<file path="src/hdl/r2e_pkg.sv">
// Shared types, widths and constants of the rotation-to-Euler-angles unit.
// No dependencies; every other file of the unit except the channel interfaces imports this package.
`default_nettype none
package r2e_pkg;

	// Default number of CORDIC micro-rotations and the size of the arctangent table.
	localparam int CORDIC_STAGES_DEF = 16;
	localparam int ATAN_LEN          = 24;

	// Operand width at the CORDIC inputs, datapath width and angle accumulator width.
	localparam int OPW = 21;
	localparam int DW  = 34;
	localparam int ZW  = 35;

	// Integer square root: 37-bit radicand, one root bit per stage.
	localparam int SQ_NW     = 37;
	localparam int SQ_RW     = 38;
	localparam int SQ_STAGES = 19;

	// Angles in Q2.13 and the accumulator constant pi in Q.30.
	localparam logic signed [15:0] HALF_PI_Q13 = 16'sd12868;
	localparam logic signed [15:0] PI_Q13      = 16'sd25736;
	localparam logic signed [ZW-1:0] PI_Q30    = 35'sd3373259426;

	// atan(2^-i) scaled by 2^30, rounded to nearest.
	localparam logic [29:0] ATAN_TAB [0:ATAN_LEN-1] = '{
		30'd843314857, 30'd497837829, 30'd263043837, 30'd133525159,
		30'd67021687,  30'd33543516,  30'd16775851,  30'd8388437,
		30'd4194283,   30'd2097149,   30'd1048576,   30'd524288,
		30'd262144,    30'd131072,    30'd65536,     30'd32768,
		30'd16384,     30'd8192,      30'd4096,      30'd2048,
		30'd1024,      30'd512,       30'd256,       30'd128
	};

	typedef enum logic [1:0] {
		POLE_NONE  = 2'd0,
		POLE_NORTH = 2'd1,
		POLE_SOUTH = 2'd2
	} pole_t;

	// Operands that wait beside the square root for the three arctangents.
	typedef struct packed {
		logic signed [OPW-1:0] bank_y;
		logic signed [OPW-1:0] bank_x;
		logic signed [OPW-1:0] head_y;
		logic signed [OPW-1:0] head_x;
		logic signed [OPW-1:0] asin_y;
		pole_t                 pole;
	} r2e_side_t;

endpackage
`default_nettype wire

</file>
<file path="src/hdl/r2e_cordic.sv">
// Pipelined vectoring CORDIC giving atan2(y, x) in Q2.13, one rotation per stage.
// Depends on r2e_pkg for widths, the arctangent table and the pi constants.
`default_nettype none
module r2e_cordic #(
	parameter int STAGES = r2e_pkg::CORDIC_STAGES_DEF
) (
	input  wire logic                         clk,
	input  wire logic                         adv,
	input  wire logic signed [r2e_pkg::OPW-1:0] y_in,
	input  wire logic signed [r2e_pkg::OPW-1:0] x_in,
	output logic signed [15:0]                angle
);
	import r2e_pkg::*;

	localparam int NST = (STAGES > ATAN_LEN) ? ATAN_LEN : STAGES;

	logic signed [DW-1:0] x_s [0:NST];
	logic signed [DW-1:0] y_s [0:NST];
	logic signed [ZW-1:0] z_s [0:NST];
	logic                 zero_s [0:NST];
	logic signed [DW-1:0] xe, ye;
	logic signed [ZW-1:0] zr, zsh;

	assign xe = DW'(x_in);
	assign ye = DW'(y_in);

	// A vector in the left half plane is turned by pi before the rotations.
	always_ff @(posedge clk) begin
		if (adv) begin
			zero_s[0] <= (x_in == '0) && (y_in == '0);
			if (x_in < 0) begin
				z_s[0] <= (y_in >= 0) ? PI_Q30 : -PI_Q30;
				x_s[0] <= (-xe) <<< 10;
				y_s[0] <= (-ye) <<< 10;
			end else begin
				z_s[0] <= '0;
				x_s[0] <= xe <<< 10;
				y_s[0] <= ye <<< 10;
			end
		end
	end

	for (genvar i = 0; i < NST; i++) begin : g_rot
		localparam logic signed [ZW-1:0] ANG = ZW'(ATAN_TAB[i]);
		always_ff @(posedge clk) begin
			if (adv) begin
				zero_s[i+1] <= zero_s[i];
				if (y_s[i] >= 0) begin
					x_s[i+1] <= x_s[i] + (y_s[i] >>> i);
					y_s[i+1] <= y_s[i] - (x_s[i] >>> i);
					z_s[i+1] <= z_s[i] + ANG;
				end else begin
					x_s[i+1] <= x_s[i] - (y_s[i] >>> i);
					y_s[i+1] <= y_s[i] + (x_s[i] >>> i);
					z_s[i+1] <= z_s[i] - ANG;
				end
			end
		end
	end

	// Round half up from Q.30 to Q2.13, then clamp to plus or minus pi.
	assign zr  = z_s[NST] + (ZW'(1) <<< 16);
	assign zsh = zr >>> 17;

	always_ff @(posedge clk) begin
		if (adv) begin
			if (zero_s[NST])
				angle <= '0;
			else if (zsh > ZW'(PI_Q13))
				angle <= PI_Q13;
			else if (zsh < -ZW'(PI_Q13))
				angle <= -PI_Q13;
			else
				angle <= zsh[15:0];
		end
	end
endmodule
`default_nettype wire

</file>
<file path="config.mk">
export PLATFORM = sky130hd
export DESIGN_NAME = r2e_cordic
export DESIGN_NICKNAME = d
export VERILOG_FILES = /design/src/hdl/r2e_pkg.sv /design/src/hdl/r2e_cordic.sv
export SDC_FILE = /design/constraint.sdc
export NUM_CORES = 2
export LEC_CHECK = 0
export ABC_AREA = 0
export BUFFER_PORTS_ARGS = -buffer_cell sky130_fd_sc_hd__buf_2
export CAP_MARGIN = 0
export CORE_ASPECT_RATIO = 0.8
export CORE_MARGIN = 2
export CORE_UTILIZATION = 55
export DETAILED_ROUTE_END_ITERATION = 10
export PLACE_DENSITY = 0.8
export RECOVER_POWER = 25
export SYNTH_ARGS = -nofsm -noshare
export SYNTH_HDL_FRONTEND = slang
export SYNTH_SLANG_ARGS = --single-unit
</file>
<file path="constraint.sdc">
create_clock -name clk -period 5.9 [get_ports clk]
set_input_delay 0.885 -clock clk [delete_from_list [all_inputs] [get_ports clk]]
set_output_delay 0.885 -clock clk [all_outputs]
set_load 0.05 [all_outputs]
</file>
* Word level (Yosys, flattened, before mapping) *
Memories as Yosys holds them, arrays and structs flattened.
Cells that the tools add are included.

word-level totals
  register bits after elaboration = 16
  latch bits = 0
  bits in writable memories = 1768
  ROM bits = 0
  output and inout port bits = 16
  word-level logic and storage cells = 339
  memories = 4

operators by class
  add/sub/neg operators = 98
  multipliers = 0
  divide/modulo/power cells = 0
  order comparisons = 20
  eq/ne operators = 0
  shift operators = 0
  muxes and demuxes = 158
  bitwise operators = 51
  reduce and logical (&&, ||, !) cells = 5

memories
  memory  words  bits a word  rd ports  clocked after memory_dff  wr ports  line              source
  z_s     17     35           17        0                         17        r2e_cordic.sv:19  logic signed [ZW-1:0] z_s [0:NST];
  x_s     17     34           16        0                         17        r2e_cordic.sv:17  logic signed [DW-1:0] x_s [0:NST];
  y_s     17     34           16        0                         17        r2e_cordic.sv:18  logic signed [DW-1:0] y_s [0:NST];
  zero_s  17     1            17        0                         17        r2e_cordic.sv:20  logic zero_s [0:NST];

operators with widths
  operator                                                                 number
  34-bit two-way mux                                                       34
  35-bit two-way mux                                                       18
  34-bit by 1-bit >= comparator with 1-bit output (second input constant)  16
  1-bit two-way mux                                                        104
  35-bit by 18-bit adder with 35-bit output (second input constant)        2
  35-bit by 22-bit adder with 35-bit output (second input constant)        2
  35-bit by 22-bit subtractor with 35-bit output (second input constant)   2
  34-bit by 19-bit adder with 34-bit output                                2
  34-bit by 20-bit adder with 34-bit output                                2
  34-bit by 21-bit adder with 34-bit output                                2
  34-bit by 22-bit adder with 34-bit output                                2
  34-bit by 23-bit adder with 34-bit output                                2
  34-bit by 24-bit adder with 34-bit output                                2
  34-bit by 25-bit adder with 34-bit output                                2
  34-bit by 26-bit adder with 34-bit output                                2
  34-bit by 27-bit adder with 34-bit output                                2
  34-bit by 28-bit adder with 34-bit output                                2
  34-bit by 29-bit adder with 34-bit output                                2
  34-bit by 30-bit adder with 34-bit output                                2
  34-bit by 31-bit adder with 34-bit output                                2
  34-bit by 32-bit adder with 34-bit output                                2
  34-bit by 33-bit adder with 34-bit output                                2
  34-bit by 19-bit subtractor with 34-bit output                           2
  34-bit by 20-bit subtractor with 34-bit output                           2
  other kinds (54)                                                         120

* Longest topological paths before layout *
  word-level depth = 5
  mapped depth = 23
  depth with buffers taken out = 23

* Worst setup path before layout *
OpenSTA, ideal clock, no wires.

  kind = input port to flip-flop
  start point = input port adv
  end point = memory y_s[7][33], data pin
  library setup time = 264 ps
  arrival = 5569 ps
  slack = 67 ps
  cell stages on the path = 21
  buffers on the path = 4
  cell sequence = buf_2 nand2_4 clkbuf_1 clkbuf_1 buf_1 nand2_1 xnor2_1 ha_1 a21oi_1 o21ai_0 a211oi_1 o21bai_1 a221oi_1 o21ai_0 o211a_1 a211o_1 a31oi_1 o21ai_1 a221o_1 a21oi_1 xnor2_1

RTL lines
  item             line              source
  start, declared  r2e_cordic.sv:8   input wire logic adv,
  end, declared    r2e_cordic.sv:18

==> results.cfg <==
[status]
outcome = finished with violations
violations = max-capacitance violations, max-slew violations

[route]
avgRoutedWirePerCell_um = 18.9
wl_mm = 290
viasPerCell = 6.02
drt_iter0_markers = 8644
dr.pass1.iters = 6
vias = 92300
ant_nets = 0
drc = 0

[floorplan]
die_h_um = 416
io_pins = 60
dieArea_um2 = 216000
num_rows = 151
initial_core_util_pct = 55.2
core_area_um2 = 211000
die_w_um = 519

[clock_network]
htreeDepth = 4
cts_buffers = 153
postCtsSetupRepairBufs = 0
cts_tree = yes
clk_pin_slew_worst_paths_ns = 0.06
clk_latency_ns = 0.81
clkSinkCount = 1403
cts_buffer_depth = 3
cts_root_buf = clkbuf_16

[critical_path]
arrival_ns = 6.05
critPathLaunchType = flip-flop
reg2reg_depth = 24
endpoint_kind = flip-flop
critPathMaxFanout = 6
crit_type = flip-flop to flip-flop
crit_required_ns = 6.44

[timing]
whs_ns = 0.370
grt_setup_unrepaired = false
worst_pin_slew_ns = 3.57
finalSetupViolCount = 0
period_minus_slack_ns = 5.51
slew_headroom_pct = -138
max_freq_ghz = 0.182
skew_ns = 0.0410
finalSetupTns_ns = 0
fin_crit_sh_pct = 93.3
slew_viol_final = 373
final_hold_viol_count = 0

[logic_synthesis]
synth_common_cells = edfxtp_1 (1403), ha_1 (1313), a21oi_1 (1159)
synth_ff_type = edfxtp_1
yosysWarnings = 0
syn_avg_cell_area_um2 = 9.51
synth-seq-cells = 1403
ys_types = 97
synth_top_area_share_pct = 36.1
syn_nets = 13600
synth.area.top_cells = edfxtp_1 (36%), ha_1 (14%), xnor2_1 (8.7%)
synth-edff-count = 1403
syn_inst = 12300
yosysMostFrequentCell = edfxtp_1
synth-async-reset-ratio_pct = 0
synth_top_area_cell = edfxtp_1
synth_area_um2 = 117000
synth-seq-area-share_pct = 36.1

[global_route]
grt_pass1_wl_mm = 459
grt_max_degree = 160
grt_pass1_vias = 85100
antenna_found_initial = 4
grt_use_total_pct = 26.0
grt_remaining_overflow = 0

[finish]
drive_gt1_share_pct = 4.22
nNetsFinal = 13800
final_design_area_no_fill_um2 = 126000
area_growth_syn_to_layout_pct = 7.92

[place]
routabilityCongestion = 0.981
dpl.hpwl_mm = 226
io_buffers = 59
placed_cell_area_um2 = 121000

[worst_hold_path]
hp-class = primary input to flip-flop
whs_path_depth = 2

[flow_run]
drv_cap = 8
## registers in the layout, summed over array words and instances, names as in the netlist
register  cells
x_s         455
z_s         448
zero_s       17
angle        16
y_s         467
## worst max-delay path, cell delays in order, from the launching register on
cell and delay [ns]:
edfxtp_1 0.49, inv_1 0.19, ha_1 0.20, nand2b_1 0.10, or3_1 0.41, nor4_1 0.24, buf_4 0.18, nand2_1 0.10
or2_2 0.34, o21ai_0 0.20, xor2_1 0.18, ha_1 0.30, a21o_1 0.19, a21o_1 0.17, a21o_1 0.16, a21o_1 0.18
a21oi_1 0.21, nand2_1 0.08, a311o_1 0.29, nand2_1 0.16, o21ai_1 0.15, o31ai_1 0.34, o21bai_1 0.11, a21oi_1 0.18
xnor2_1 0.08
## metal layers
| metal | GRT usage [%] | part of all wire, % | vias to the layer above |
|---|---|---|---|
| met5 | 0 | 0 | - |
| met4 | 5.70 | 2.0 | 0 |
| met3 | 4.36 | 7.8 | 421 |
| met2 | 40.4 | 44 | 3096 |
| met1 | 38.0 | 46 | 43500 |
| li1 | - | - | 45300 |
## layout make-up
| class | count | area [µm²] |
|---|---|---|
| Clock inverter | 108 | 1210 |
| Sequential cell | 1403 | 42100 |
| Clock buffer | 176 | 3920 |
| Timing Repair Buffer | 190 | 1350 |
| Inverter | 606 | 2270 |
| Multi-Input combinational cell | 10000 | 71400 |
| Tap cell | 2830 | 3540 |
| Fill cell | 17900 | 85400 |
| Antenna cell | 4 | 10.0 |
## timing repair
| item | 4_1_cts | 5_1_grt |
|---|---|---|
| gates resized for setup | 0 | 2 |
| hold buffers | 0 | 0 |
| endpoints found under the setup margin | 0 | 3 |
## cells in the final DEF (no fill, tap or decap), drive strengths merged, types with 43 or more instances in the layout
cell type  synthesis  layout
a211oi            81      81
a21boi            68      68
a21o             545     545
a21oi           1160    1160
a31oi             91      91
and2              59      59
and3              86      86
buf               34     169
clkbuf           181     197
clkinv             7      88
edfxtp          1403    1403
ha              1313    1313
inv              599     606
nand2            792     792
nand2b           232     232
nand3            174     174
nand4             69      69
nor2            1000    1000
nor2b            168     168
nor3             293     293
nor4              81      81
o21a             159     159
o21ai            813     813
o21bai           155     155
o31ai            133     133
o41ai             67      67
or2               51      51
or3              110     110
or4               43      43
xnor2           1153    1153
xor2             608     608
## stage by stage
step	std cells	worst slack (ns)	utilization, %
6_report	15300	0.394	59.6
5_1_grt	15300	0.0432	59.5
4_1_cts	15300	0.391	59.6
3_5_place_dp	15100	0.393	57.1
3_3_place_gp	15100	0.441	57.1
2_1_floorplan	12300	0.0675	-
## cell families (layout without fill, tap and decap cells)
logic type | Yosys count | in the layout | synth area share [%]
compound gates | 3623 | 3623 | 19.5
simple gates | 3247 | 3247 | 13.3
xor+xnor | 1761 | 1761 | 13.2
flops | 1403 | 1403 | 36.1
fa+ha+maj | 1354 | 1354 | 14.8
buf+inv | 821 | 1080 | 2.65
mux | 45 | 45 | 0.407
other cells | 0 | 4 | 0
## path summary, 6_finish.rpt
path	start	end	slack [ns]
hold reg to reg	zero_s[11]	zero_s[12]	0.40
setup / recovery	x_s[4][4]	x_s[5][33]	0.39
hold / removal	y_in[11]	y_s[0][21]	0.37
setup reg to reg	x_s[4][4]	x_s[5][33]	0.39
Power is left out: the tool's default activity adds up to more than one toggle a clock period on the data nets, which glitch-free logic cannot reach.
