**config.mk**
```make
export PLATFORM = sky130hd
export DESIGN_NAME = r2e_isqrt
export DESIGN_NICKNAME = d
export VERILOG_FILES = /design/src/hdl/r2e_pkg.sv /design/src/hdl/r2e_isqrt.sv
export SDC_FILE = /design/constraint.sdc
export NUM_CORES = 1
export LEC_CHECK = 0
export BUFFER_PORTS_ARGS = -buffer_cell sky130_fd_sc_hd__buf_2
export CAP_MARGIN = 20
export CORE_UTILIZATION = 35
export CTS_CLUSTER_DIAMETER = 80
export DETAILED_ROUTE_END_ITERATION = 6
export HOLD_SLACK_MARGIN = 0.1
export PLACE_DENSITY = 0.59
export SLEW_MARGIN = 20
export SYNTH_ARGS = -nofsm -noshare
export SYNTH_HDL_FRONTEND = slang
export SYNTH_SLANG_ARGS = --single-unit
```
**constraint.sdc**
```tcl
create_clock -name clk -period 4 [get_ports clk]
set_input_delay 0 -clock clk [delete_from_list [all_inputs] [get_ports clk]]
set_output_delay 0 -clock clk [all_outputs]
set_load 0.01 [all_outputs]
```
**src/hdl/r2e_pkg.sv**
```systemverilog
// Shared types, widths and constants of the rotation-to-Euler-angles unit.
// No dependencies; every other file of the unit except the channel interfaces imports this package.
`default_nettype none
package r2e_pkg;

	// Default number of CORDIC micro-rotations and the size of the arctangent table.
	localparam int CORDIC_STAGES_DEF = 16;
	localparam int ATAN_LEN          = 24;

	// Operand width at the CORDIC inputs, datapath width and angle accumulator width.
	localparam int OPW = 21;
	localparam int DW  = 34;
	localparam int ZW  = 35;

	// Integer square root: 37-bit radicand, one root bit per stage.
	localparam int SQ_NW     = 37;
	localparam int SQ_RW     = 38;
	localparam int SQ_STAGES = 19;

	// Angles in Q2.13 and the accumulator constant pi in Q.30.
	localparam logic signed [15:0] HALF_PI_Q13 = 16'sd12868;
	localparam logic signed [15:0] PI_Q13      = 16'sd25736;
	localparam logic signed [ZW-1:0] PI_Q30    = 35'sd3373259426;

	// atan(2^-i) scaled by 2^30, rounded to nearest.
	localparam logic [29:0] ATAN_TAB [0:ATAN_LEN-1] = '{
		30'd843314857, 30'd497837829, 30'd263043837, 30'd133525159,
		30'd67021687,  30'd33543516,  30'd16775851,  30'd8388437,
		30'd4194283,   30'd2097149,   30'd1048576,   30'd524288,
		30'd262144,    30'd131072,    30'd65536,     30'd32768,
		30'd16384,     30'd8192,      30'd4096,      30'd2048,
		30'd1024,      30'd512,       30'd256,       30'd128
	};

	typedef enum logic [1:0] {
		POLE_NONE  = 2'd0,
		POLE_NORTH = 2'd1,
		POLE_SOUTH = 2'd2
	} pole_t;

	// Operands that wait beside the square root for the three arctangents.
	typedef struct packed {
		logic signed [OPW-1:0] bank_y;
		logic signed [OPW-1:0] bank_x;
		logic signed [OPW-1:0] head_y;
		logic signed [OPW-1:0] head_x;
		logic signed [OPW-1:0] asin_y;
		pole_t                 pole;
	} r2e_side_t;

endpackage
`default_nettype wire

```
**src/hdl/r2e_isqrt.sv**
```systemverilog
// Pipelined integer floor square root, one root bit per register stage.
// Depends on r2e_pkg for the radicand, root and stage-count constants.
`default_nettype none
module r2e_isqrt (
	input  wire logic                       clk,
	input  wire logic                       adv,
	input  wire logic [r2e_pkg::SQ_NW-1:0]  radicand,
	output logic      [r2e_pkg::SQ_STAGES-1:0] root
);
	import r2e_pkg::*;

	logic [SQ_RW-1:0] n_s [0:SQ_STAGES];
	logic [SQ_RW-1:0] r_s [0:SQ_STAGES];

	assign n_s[0] = SQ_RW'(radicand);
	assign r_s[0] = '0;

	for (genvar k = 0; k < SQ_STAGES; k++) begin : g_stage
		localparam logic [SQ_RW-1:0] BIT = SQ_RW'(1) << (2 * (SQ_STAGES - 1 - k));
		always_ff @(posedge clk) begin
			if (adv) begin
				if (n_s[k] >= r_s[k] + BIT) begin
					n_s[k+1] <= n_s[k] - (r_s[k] + BIT);
					r_s[k+1] <= (r_s[k] >> 1) + BIT;
				end else begin
					n_s[k+1] <= n_s[k];
					r_s[k+1] <= r_s[k] >> 1;
				end
			end
		end
	end

	assign root = r_s[SQ_STAGES][SQ_STAGES-1:0];
endmodule
`default_nettype wire

```
# Word-level counts from Yosys, hierarchy flattened
# Index checks and enable logic that the tools add are counted.
# classes
magnitude_cmp	19
n_addsub	54
mux	37
# ops
operator	count
2-to-1 mux 37 bit	19
>= comparator 38 bit	18
2-to-1 mux 38 bit	17
subtractor 38 bit	17
adder 37 x 11 -> 38 bit, second input constant	1
adder 37 x 13 -> 38 bit, second input constant	1
adder 37 x 15 -> 38 bit, second input constant	1
adder 37 x 17 -> 38 bit, second input constant	1
adder 37 x 19 -> 38 bit, second input constant	1
adder 37 x 21 -> 38 bit, second input constant	1
adder 37 x 23 -> 38 bit, second input constant	1
adder 37 x 25 -> 38 bit, second input constant	1
adder 37 x 27 -> 38 bit, second input constant	1
adder 37 x 29 -> 38 bit, second input constant	1
adder 37 x 3 -> 38 bit, second input constant	1
adder 37 x 31 -> 38 bit, second input constant	1
adder 37 x 33 -> 38 bit, second input constant	1
adder 37 x 35 -> 38 bit, second input constant	1
adder 37 x 5 -> 38 bit, second input constant	1
adder 37 x 7 -> 38 bit, second input constant	1
adder 37 x 9 -> 38 bit, second input constant	1
adder 38 x 1 -> 38 bit, second input constant	1
adder 38 x 11 -> 38 bit, second input constant	1
adder 38 x 13 -> 38 bit, second input constant	1
other kinds (19)	19
# totals
word_cells	165
in_bits	39
ff_bits	1387
output_inout_bits	19

# Depth between registers and ports, before layout
# Gate-level depths: netlist of the first run.
# depth
depth_word	3
depth_mapped	12

# Least setup slack after synthesis of the first run
# OpenSTA, ideal clock, no wires.
# synth_path
kind	register to register
start	register n_s[80] in the netlist's numbering
end	register n_s[61] in the netlist's numbering, data pin
path_buffers	0
arrival_time_ns	2.644
required_ns	3.734
setup_ns	0.266
slack_ns	1.090
stages_incl_launch_ff	11
period_less_slack_ns	2.910
cell_sequence	edfxtp_1 > ha_1 > nor2b_1 > o31a_1 > o21ai_0 > o21ai_1 > a2111oi_4 > inv_2 > nand4b_1 > nor3_1 > xor2_1
# synth_via
elab_chain_cells	2
elab_cells_between_ends	3
# synth_rtl
item	line	rtl
from (decl)	r2e_isqrt.sv:12	logic [SQ_RW-1:0] n_s [0:SQ_STAGES];
from (signal, indexed assignment)	r2e_isqrt.sv:23	n_s[k+1] <= n_s[k] - (r_s[k] + BIT);
from (signal, indexed assignment)	r2e_isqrt.sv:26	n_s[k+1] <= n_s[k];
subtractor 38 bit / >= comparator 38 bit (equally long branches)	r2e_isqrt.sv:23, r2e_isqrt.sv:22	
2-to-1 mux 38 bit *	r2e_isqrt.sv:22	if (n_s[k] >= r_s[k] + BIT) begin
# Every way passes the cells marked *; elsewhere a longest branch is shown, timed or not.
# A chain may end at the register's enable or synchronous reset.

# Worst setup path in the final report of the first run
# layout_path
start	register n_s[207] in the netlist's numbering
end	register n_s[187] in the netlist's numbering, data pin
# Same word-level chain as after synthesis.

==> results of run 1 <==
==> kinds of logic (layout without fill, tap and decap cells) <==
| family | Yosys count | count (layout) |
|---|---|---|
| AO/OA/AOI/OAI | 552 | 552 |
| XOR/XNOR | 279 | 279 |
| adder cells (fa/ha/maj) | 205 | 205 |
| buffers and inverters | 312 | 592 |
| flip-flops | 874 | 874 |
| multiplexers | 29 | 29 |
| other | 1 | 2 |
| AND/OR/NAND/NOR | 934 | 934 |
==> through the flow <==
step | utilization [%] | instance area [um2] | hold slack, ns
2_1_floorplan | - | 41200 | 0.0989
4_1_cts | 40.7 | 47300 | 0.419
6_report | 40.7 | 47300 | 0.419
3_3_place_gp | 37.4 | 43500 | 0.176
3_5_place_dp | 37.4 | 43500 | 0.178
5_1_grt | 40.7 | 47300 | 0.436
==> routing by layer <==
metal	vias to the layer above	share of wire (%)
li1	12300	-
met4	0	4.5
met2	405	56
met1	11500	37
met5	-	0
met3	194	2.7
==> worst max-delay path: stages (launching register included) <==
cell and delay, ns:
edfxtp_1 0.41, ha_1 0.39, or4b_2 0.60, nor4_1 0.51
a21oi_1 0.21, nand3_1 0.13, a31oi_2 0.05, a21oi_1 0.48
nand4_1 0.19, xnor2_1 0.16
==> power by group through the flow <==
stage	combinational, W	clock [W]	sequential [W]
2_1_floorplan	0.00300	0	0.0121
3_3_place_gp	0.00390	0	0.0124
3_5_place_dp	0.00394	0	0.0124
4_1_cts	0.00401	0.00885	0.0123
5_1_grt	0.00450	0.00921	0.0124
6_report	0.00400	0.00863	0.0123
==> layout make-up <==
cell class	instances	area [um2]
Clock buffer	107	2320
Clock inverter	60	773
Fill cell	10700	69000
Inverter	245	920
Multi-Input combinational cell	2001	13700
Sequential cell	874	26200
Tap cell	1524	1910
Timing Repair Buffer	180	1490
==> cells in the final DEF (no fill, tap or decap), types with 17 or more instances in the layout <==
cell type      synthesis  routed
ha_1                 205     205
a21o_1                48      48
buf_4                 25      40
nor2b_1               36      36
nor4_1                95      95
nor2_1               185     184
clkbuf_16              0      90
clkbuf_1              27      17
nand2_1              233     233
clkinv_2               0      23
inv_1                242     242
nand2b_1              43      43
o21a_1                39      39
buf_2                 11      57
a21oi_1              140     140
o21ai_0              166     166
nand4_1               30      30
xor2_1               152     152
a211oi_1              19      19
edfxtp_1             874     874
nand3_1               56      56
xnor2_1              127     127
or4_1                 29      29
o31ai_1               25      25
or3_1                 39      39
mux2_2                18      18
dlygate4sd3_1          0      75
nor3_1                91      91
==> timing repair <==
action,in CTS,in global routing
setup buffers,0,0
hold endpoints to repair,120,0
hold buffers,75,0
==> registers in the layout, indices dropped and copies added, names as in the netlist <==
| register | count |
|---|---|
| root | 19 |
| r_s | 171 |
| n_s | 684 |
==> worst max path at each step <==
| stage | cells after the start | end | startpoint |
|---|---|---|---|
| 4_1_cts | 9 | n_s[142]$_DFFE_PP_ | n_s[174]$_DFFE_PP_ |
| 3_5_place_dp | 9 | n_s[187]$_DFFE_PP_ | n_s[207]$_DFFE_PP_ |
| 3_3_place_gp | 9 | n_s[412]$_DFFE_PP_ | r_s[447]$_DFFE_PP_ |
| 5_1_grt | 10 | n_s[81]$_DFFE_PP_ | n_s[136]$_DFFE_PP_ |
| 2_1_floorplan | 10 | n_s[61]$_DFFE_PP_ | n_s[80]$_DFFE_PP_ |
| 6_report | 9 | n_s[187]$_DFFE_PP_ | n_s[207]$_DFFE_PP_ |
==> flow_summary.ini, run 1 <==
[final_layout]
antenna_cells = 0
synthToLayoutAreaGrowth_pct = 14.9
fin_cells = 4991
drive_gt1_share_pct = 8.60
layout.nets = 3636

[timing]
fin_skew_ns = 0.0450
setup_slack_ns = 0.626
slew_headroom_pct = 34.5
final_max_slew_viol_count = 0
finalSetupViolCount = 0
hold_viol = 0
post-route-min-period_ns = 3.37
rsz0062_at_grt = false
worst_pin_slew_ns = 0.982
max_freq_mhz = 296
fin_crit_sh_pct = 84.3
fin_setup_tns_ns = 0

[global_routing]
grt_max_degree = 106
grt_usage_pct = 13.2
met2_usage_pct = 27.1
antenna_found_initial = 0
met3_usage_pct = 2.00
first_global_vias = 25000
grt-ovfl-total = 0
use_met1_pct = 12.6
grt_pass1_wl_um = 127000
top_usage_layer = met2

[synth]
synth_compound_area_share_pct = 8.48
synth-simple-area-share_pct = 11.8
synth_top_cell_by_area = edfxtp_1
synth_edf_count = 874
synthAdderAreaFrac_pct = 6.23
synthTopCellsByArea = edfxtp_1, ha_1, xor2_1
yosys.area.top_type_share_pct = 63.7
yosysWarnings = 0
synth-seq-area-share_pct = 63.7
avgSynthCellArea_um2 = 12.9
synthFlopType = edfxtp_1
synth_commonest_cells = edfxtp_1, inv_1, nand2_1
synth_area_um2 = 41200
synth_top_family_by_area = simple AND/OR/NAND/NOR gates
netlist_instances = 3186
yosys-mux-area-fraction_pct = 0.772
ys_seq_elements = 874
yosys.area_share.xor_xnor_pct = 5.93
async_reset_ff_share_pct = 0
yosysUniqueCellTypes = 82
synth_most_common_cell = edfxtp_1

[hold_path]
holdPathStages = 0
hold_path_end = n_s[503]$_DFFE_PP_
min_path_type = register to register
min_from = n_s[541]$_DFFE_PP_

[clock_network]
numCtsBuffers = 90
clockRootBuffer = clkbuf_16
cts_tree = built
cts_resized = 0
cts.clk_slew.worst_paths_ns = 0.06
clockBufferDepth = 3
numClockSinks = 874
clk_latency_ns = 0.69
htreeDepth = 3

[worst_setup_path]
critPathLaunchType = register
r2r-start = n_s[207]$_DFFE_PP_
r2r-end = n_s[187]$_DFFE_PP_
critPathMaxFanout = 8
cp.arrival_ns = 3.77
criticalPathCategory = register to register
worstRegToRegCells = 9
worstPathRequired_ns = 4.40
end_kind = register
rrSetupSlack_ns = 0.63

[floorplan]
start_util_pct = 35.4
fp.dieW_um = 345
fp-row-count = 125
io_pins = 58
dieArea_um2 = 119000
die_y_um = 345
core-area_um2 = 116000

[route]
drt-vias-per-instance = 4.88
wl_per_cell_um = 16.0
drtIter0Drc = 1181
vias = 24300
drc = 0
postRouteAntennaNets = 0
first_pass_iters = 5
totalWireLength_um = 79800

[power_and_ir_drop]
clkPwrFrac_pct = 34.7
p_per_area_nw_per_um2 = 526
p_seq_share_pct = 49.2
p_switching_w = 0.00658
ir_worst_vdd_mv = 0.365
intPower_w = 0.0183
combPwrFrac_pct = 16.1
finalPower_w = 0.0249
p_leak_nw = 17.7
swShare_pct = 26.4

[place]
globalplace.congestion = 0.948
dp_slack_ns = 0.649
hpwlAfterDp_um = 58100
post-place-cells = 4749
numPortBuffers = 57

[outcome]
status = finished clean

[flow_run]
drv_cap = 0
Power figures use the tool's default switching activity.
==> inputs of run 2 (changes only) <==
Clock period 4 ns to 3.2 ns, I/O delays scaled along.
==> flow_summary.ini, run 2 (synthesis results as in run 1) <==
[timing]
fin_crit_sh_pct = 96.4
fin_setup_tns_ns = 0
post-route-min-period_ns = 3.09
max_freq_mhz = 324
worst_pin_slew_ns = 0.758
slew_headroom_pct = 49.0
fin_skew_ns = 0.0546
finalSetupViolCount = 0
hold_viol = 0
final_max_slew_viol_count = 0
hold_ws_ns = 0.328

[global_routing]
use_met1_pct = 11.9
grt_usage_pct = 13.2
grt_pass1_wl_um = 127000
grt-ovfl-total = 0
first_global_vias = 25600
antenna_found_initial = 0
top_usage_layer = met2
met3_usage_pct = 1.98
grt_max_degree = 130
met2_usage_pct = 27.6

[worst_setup_path]
worstPathRequired_ns = 3.60
r2r-end = n_s[87]$_DFFE_PP_
cp.arrival_ns = 3.48
slowest_stage = edfxtp_1
crit_top_cell = buf_4
r2r-start = n_s[120]$_DFFE_PP_
cp_cell_sequence = ha_1, nor2b_1, o21ai_0, a31oi_1, o21ai_0, buf_4, a21oi_1, nor2_1, buf_4, buf_4, a211oi_1, a21o_1
critPathMaxFanout = 15
end_kind = register
rrSetupSlack_ns = 0.11
crit_buf_inv = 3
criticalPathCategory = register to register
worstRegToRegCells = 12
critPathLaunchType = register
worst_path_dominant_cell_family = compound AO/OA/AOI/OAI gates
cpPeakStageDelay_ns = 0.40

[route]
drtIter0Drc = 1187
wl_per_cell_um = 15.7
drt-vias-per-instance = 4.87
vias = 24800
postRouteAntennaNets = 0
drc = 0
first_pass_iters = 5
totalWireLength_um = 79800

[clock_network]
numClockSinks = 874
clk_latency_ns = 0.68
numCtsBuffers = 90
clockBufferDepth = 3
htreeDepth = 3
cts_tree = built
cts.clk_slew.worst_paths_ns = 0.06
post_cts_buffers = 0
clockRootBuffer = clkbuf_16

[power_and_ir_drop]
finalPower_w = 0.0312
p_per_area_nw_per_um2 = 647
p_leak_nw = 18.2
ir_worst_vdd_mv = 0.519

[hold_path]
min_from = adv
min_path_type = input pin to register
holdPathStages = 2
hold_path_end = n_s[441]$_DFFE_PP_

[place]
place_area_um2 = 44200
globalplace.congestion = 0.930
hpwlAfterDp_um = 58500
numPortBuffers = 57

[final_layout]
layout.nets = 3726
layout_common_cells = edfxtp_1, inv_1, nand2_1
antenna_cells = 0
largest_register = n_s
layout_commonest_cell = edfxtp_1
final_core_util_pct = 41.4
fin_area_um2 = 48200
drive_gt1_share_pct = 11.5
largest_reg_flops = 684
synthToLayoutAreaGrowth_pct = 17.0
num-fill-cells = 10800

[floorplan]
start_util_pct = 35.4
fp.dieW_um = 345
core-area_um2 = 116000
io_pins = 58
fp-row-count = 125
dieArea_um2 = 119000
die_y_um = 345

[flow_run]
drv_cap = 0

[outcome]
status = finished clean
-- run 2: cell count changes in the layout (fill, tap and decap cells not counted), sizes merged --
| cell | delta |
|---|---|
| buf | +90 |
| inv | +2 |
| clkbuf | -1 |
| clkinvlp | +4 |
| bufinv | -3 |
| clkinv | -1 |
-- run 2: worst max-delay path by stage --
| stage | startpoint | cells past startpoint | slack (ns) | endpoint |
|---|---|---|---|---|
| after detailed placement | r_s[447]$_DFFE_PP_ | 9 | -0.31 | n_s[414]$_DFFE_PP_ |
| after global placement | r_s[447]$_DFFE_PP_ | 9 | -0.29 | n_s[412]$_DFFE_PP_ |
| after global routing | n_s[486]$_DFFE_PP_ | 10 | -0.02 | n_s[451]$_DFFE_PP_ |
| after CTS | n_s[447]$_DFFE_PP_ | 8 | 0.005 | n_s[414]$_DFFE_PP_ |
| after floorplan | n_s[80]$_DFFE_PP_ | 10 | 0.29 | n_s[61]$_DFFE_PP_ |
| final | n_s[120]$_DFFE_PP_ | 12 | 0.11 | n_s[87]$_DFFE_PP_ |
-- run 2: layout make-up --
cell class,instances,area [um2],share of cell area [%]
Clock buffer,106,2310,4.80
Clock inverter,62,704,1.46
Inverter,245,920,1.91
Multi-Input combinational cell,2001,13900,28.8
Sequential cell,874,26200,54.5
Tap cell,1524,1910,3.96
Timing Repair Buffer,270,2240,4.65
-- run 2: power by group --
group | leakage, nW | switching [W] | total, W | internal [W]
Combinational | 8.34 | 0.00293 | 0.00539 | 0.00246
Clock | 1.45 | 0.00446 | 0.0105 | 0.00606
Sequential | 8.37 | 0.000894 | 0.0153 | 0.0144
Total | 18.2 | 0.00828 | 0.0312 | 0.0229
-- run 2: per-stage QoR --
step,setup WS [ns],instances
floorplan,0.290,3187
finish,0.115,5082
global route,-0.0157,5082
global placement,-0.288,4839
detailed placement,-0.309,4839
CTS,0.00545,5082
-- run 2: worst register-to-register path, cell delays in order (launching register included) --
cell	delay, ns
edfxtp_1	0.40
ha_1	0.38
nor2b_1	0.16
o21ai_0	0.28
a31oi_1	0.21
o21ai_0	0.25
buf_4	0.16
a21oi_1	0.08
nor2_1	0.28
buf_4	0.18
buf_4	0.20
a211oi_1	0.07
a21o_1	0.17
-- run 2: repair_timing --
action,4_1_cts,5_1_grt
setup endpoints to repair,12,41
hold buffers,75,0
pin swaps,0,3
gates resized for setup,4,30
gates cloned,0,0
hold endpoints to repair,487,0
-- run 2: routing by layer --
metal | routed length, um | vias up
met2 | 45500 | 380
li1 | - | 12500
met4 | 3960 | 0
met5 | 0 | -
met1 | 28200 | 11700
met3 | 2100 | 194
==> inputs of run 3 (changes only) <==
Settings changed: ABC_AREA set to 1.
==> flow_summary.ini, run 3 <==
[synth]
yosys.area.top_type_share_pct = 55.3
synth_area_um2 = 47500
synth_commonest_cells = nand2_1, edfxtp_1, inv_1
avgSynthCellArea_um2 = 9.45
ys_seq_elements = 874
synth-seq-area-share_pct = 55.3
synth_top_cell_by_area = edfxtp_1
synthFlopType = edfxtp_1
synth_most_common_cell = nand2_1
synthTopCellsByArea = edfxtp_1, nand2_1, inv_1
yosysUniqueCellTypes = 61
netlist_instances = 5022
async_reset_ff_share_pct = 0
yosysWarnings = 0
synth_edf_count = 874

[route]
drtIter0Drc = 2352
first_pass_iters = 6
vias = 34200
postRouteAntennaNets = 0
wl_per_cell_um = 17.0
drt-vias-per-instance = 4.83
totalWireLength_um = 120000
drc = 0

[clock_network]
numCtsBuffers = 96
numClockSinks = 874
htreeDepth = 3
cts_tree = built
clk_latency_ns = 0.73
cts.clk_slew.worst_paths_ns = 0.06
post_cts_buffers = 0
clockBufferDepth = 3
clockRootBuffer = clkbuf_16

[worst_setup_path]
cp.arrival_ns = 3.41
critPathMaxFanout = 25
end_kind = register
critPathLaunchType = register
rrSetupSlack_ns = 0.21
worstPathRequired_ns = 3.61
criticalPathCategory = register to register

[floorplan]
io_pins = 58
start_util_pct = 35.4
die_y_um = 370
dieArea_um2 = 137000
fp-row-count = 134
fp.dieW_um = 370
core-area_um2 = 134000

[timing]
post-route-min-period_ns = 2.99
slew_headroom_pct = 44.5
fin_setup_tns_ns = 0
rsz0062_at_grt = false
worst_pin_slew_ns = 0.824
fin_skew_ns = 0.0654
hold_viol = 0
fin_crit_sh_pct = 93.5
final_max_slew_viol_count = 0
setup_slack_ns = 0.207
max_freq_mhz = 334
hold_ws_ns = 0.403
finalSetupViolCount = 0

[place]
hpwlAfterDp_um = 93700
dp_slack_ns = 0.216
globalplace.congestion = 0.956
numPortBuffers = 57
place_area_um2 = 49900

[global_routing]
grt_max_degree = 127
first_global_vias = 33900
grt_pass1_wl_um = 187000
antenna_found_initial = 0
grt-ovfl-total = 0
grt_usage_pct = 17.5

[power_and_ir_drop]
p_leak_nw = 22.4
p_per_area_nw_per_um2 = 638
ir_worst_vdd_mv = 0.541

[flow_run]
drv_cap = 0

[final_layout]
fin_area_um2 = 53700
layout_commonest_cell = nand2_1
antenna_cells = 0
layout.nets = 5479
largest_register = n_s
drive_gt1_share_pct = 8.79
layout_common_cells = nand2_1, edfxtp_1, inv_1
largest_reg_flops = 684
synthToLayoutAreaGrowth_pct = 13.3

[outcome]
status = finished clean

[hold_path]
min_path_type = register to register
-- run 3: final timing paths --
kind                                          from                 end  cells past startpoint
worst max register to register  r_s[212]$_DFFE_PP_  n_s[168]$_DFFE_PP_                     13
worst max-delay path            r_s[212]$_DFFE_PP_  n_s[168]$_DFFE_PP_                     13
worst min register to register  r_s[170]$_DFFE_PP_  r_s[131]$_DFFE_PP_                      0
worst min-delay path            r_s[170]$_DFFE_PP_  r_s[131]$_DFFE_PP_                      0
-- run 3: kinds of logic (layout without fill, tap and decap cells) --
kind of cell             Yosys count  count (layout)  share of synthesized area (%)
adder cells (fa/ha/maj)          205             205                           5.40
other                              1               2                        0.00790
XOR/XNOR                         185             185                           3.41
AND/OR/NAND/NOR                 2476            2476                           22.5
AO/OA/AOI/OAI                    513             513                           6.68
buffers and inverters            768            1060                           6.70
flip-flops                       874             874                           55.3
-- run 3: layout make-up --
type,instances,area (um2)
clock buffers,118,2480
clock inverters,60,659
fillers,13100,80200
inverters,712,2690
multi-input cells,3381,18000
flip-flops and latches,874,26200
well taps,1768,2210
repair buffers,170,1420
-- run 3: layer usage --
metal	routed length, um	GRT usage, %	part of all wire, %	vias up
li1	-	-	-	17300
met1	50200	21.1	42	16000
met2	60400	31.4	50	763
met3	5330	2.72	4.4	193
met4	4060	6.03	3.4	0
met5	0	0	0	-
-- run 3: power by group --
| group | total (W) | internal [W] | switching (W) |
|---|---|---|---|
| clock | 0.0110 | 0.00625 | 0.00475 |
| combinational | 0.00775 | 0.00268 | 0.00507 |
| sequential | 0.0156 | 0.0144 | 0.00112 |
| total | 0.0343 | 0.0234 | 0.0109 |
-- run 3: stage by stage --
stage	total power, W	util (%)	instances
after floorplan	0.0209	-	5023
after global placement	0.0234	37.2	6830
after detailed placement	0.0234	37.2	6830
after CTS	0.0346	40.1	7083
after global routing	0.0362	40.1	7083
final	0.0343	40.1	7083
-- run 3: critical path: stages (launching register included) --
cell and delay [ns]:
edfxtp_1 0.42, inv_1 0.07, ha_1 0.34, nand2_1 0.12
nor2_1 0.16, nand2_1 0.15, nor3_2 0.32, nand4_1 0.33
nand2_1 0.22, inv_2 0.06, nand2_4 0.17, inv_4 0.18
nand2_1 0.10, nand2_1 0.06
-- run 3: what timing repair did --
item | 4_1_cts | 5_1_grt
hold buffers | 75 | 0
resized for setup | 0 | 0
endpoints found under the hold margin | 194 | 0
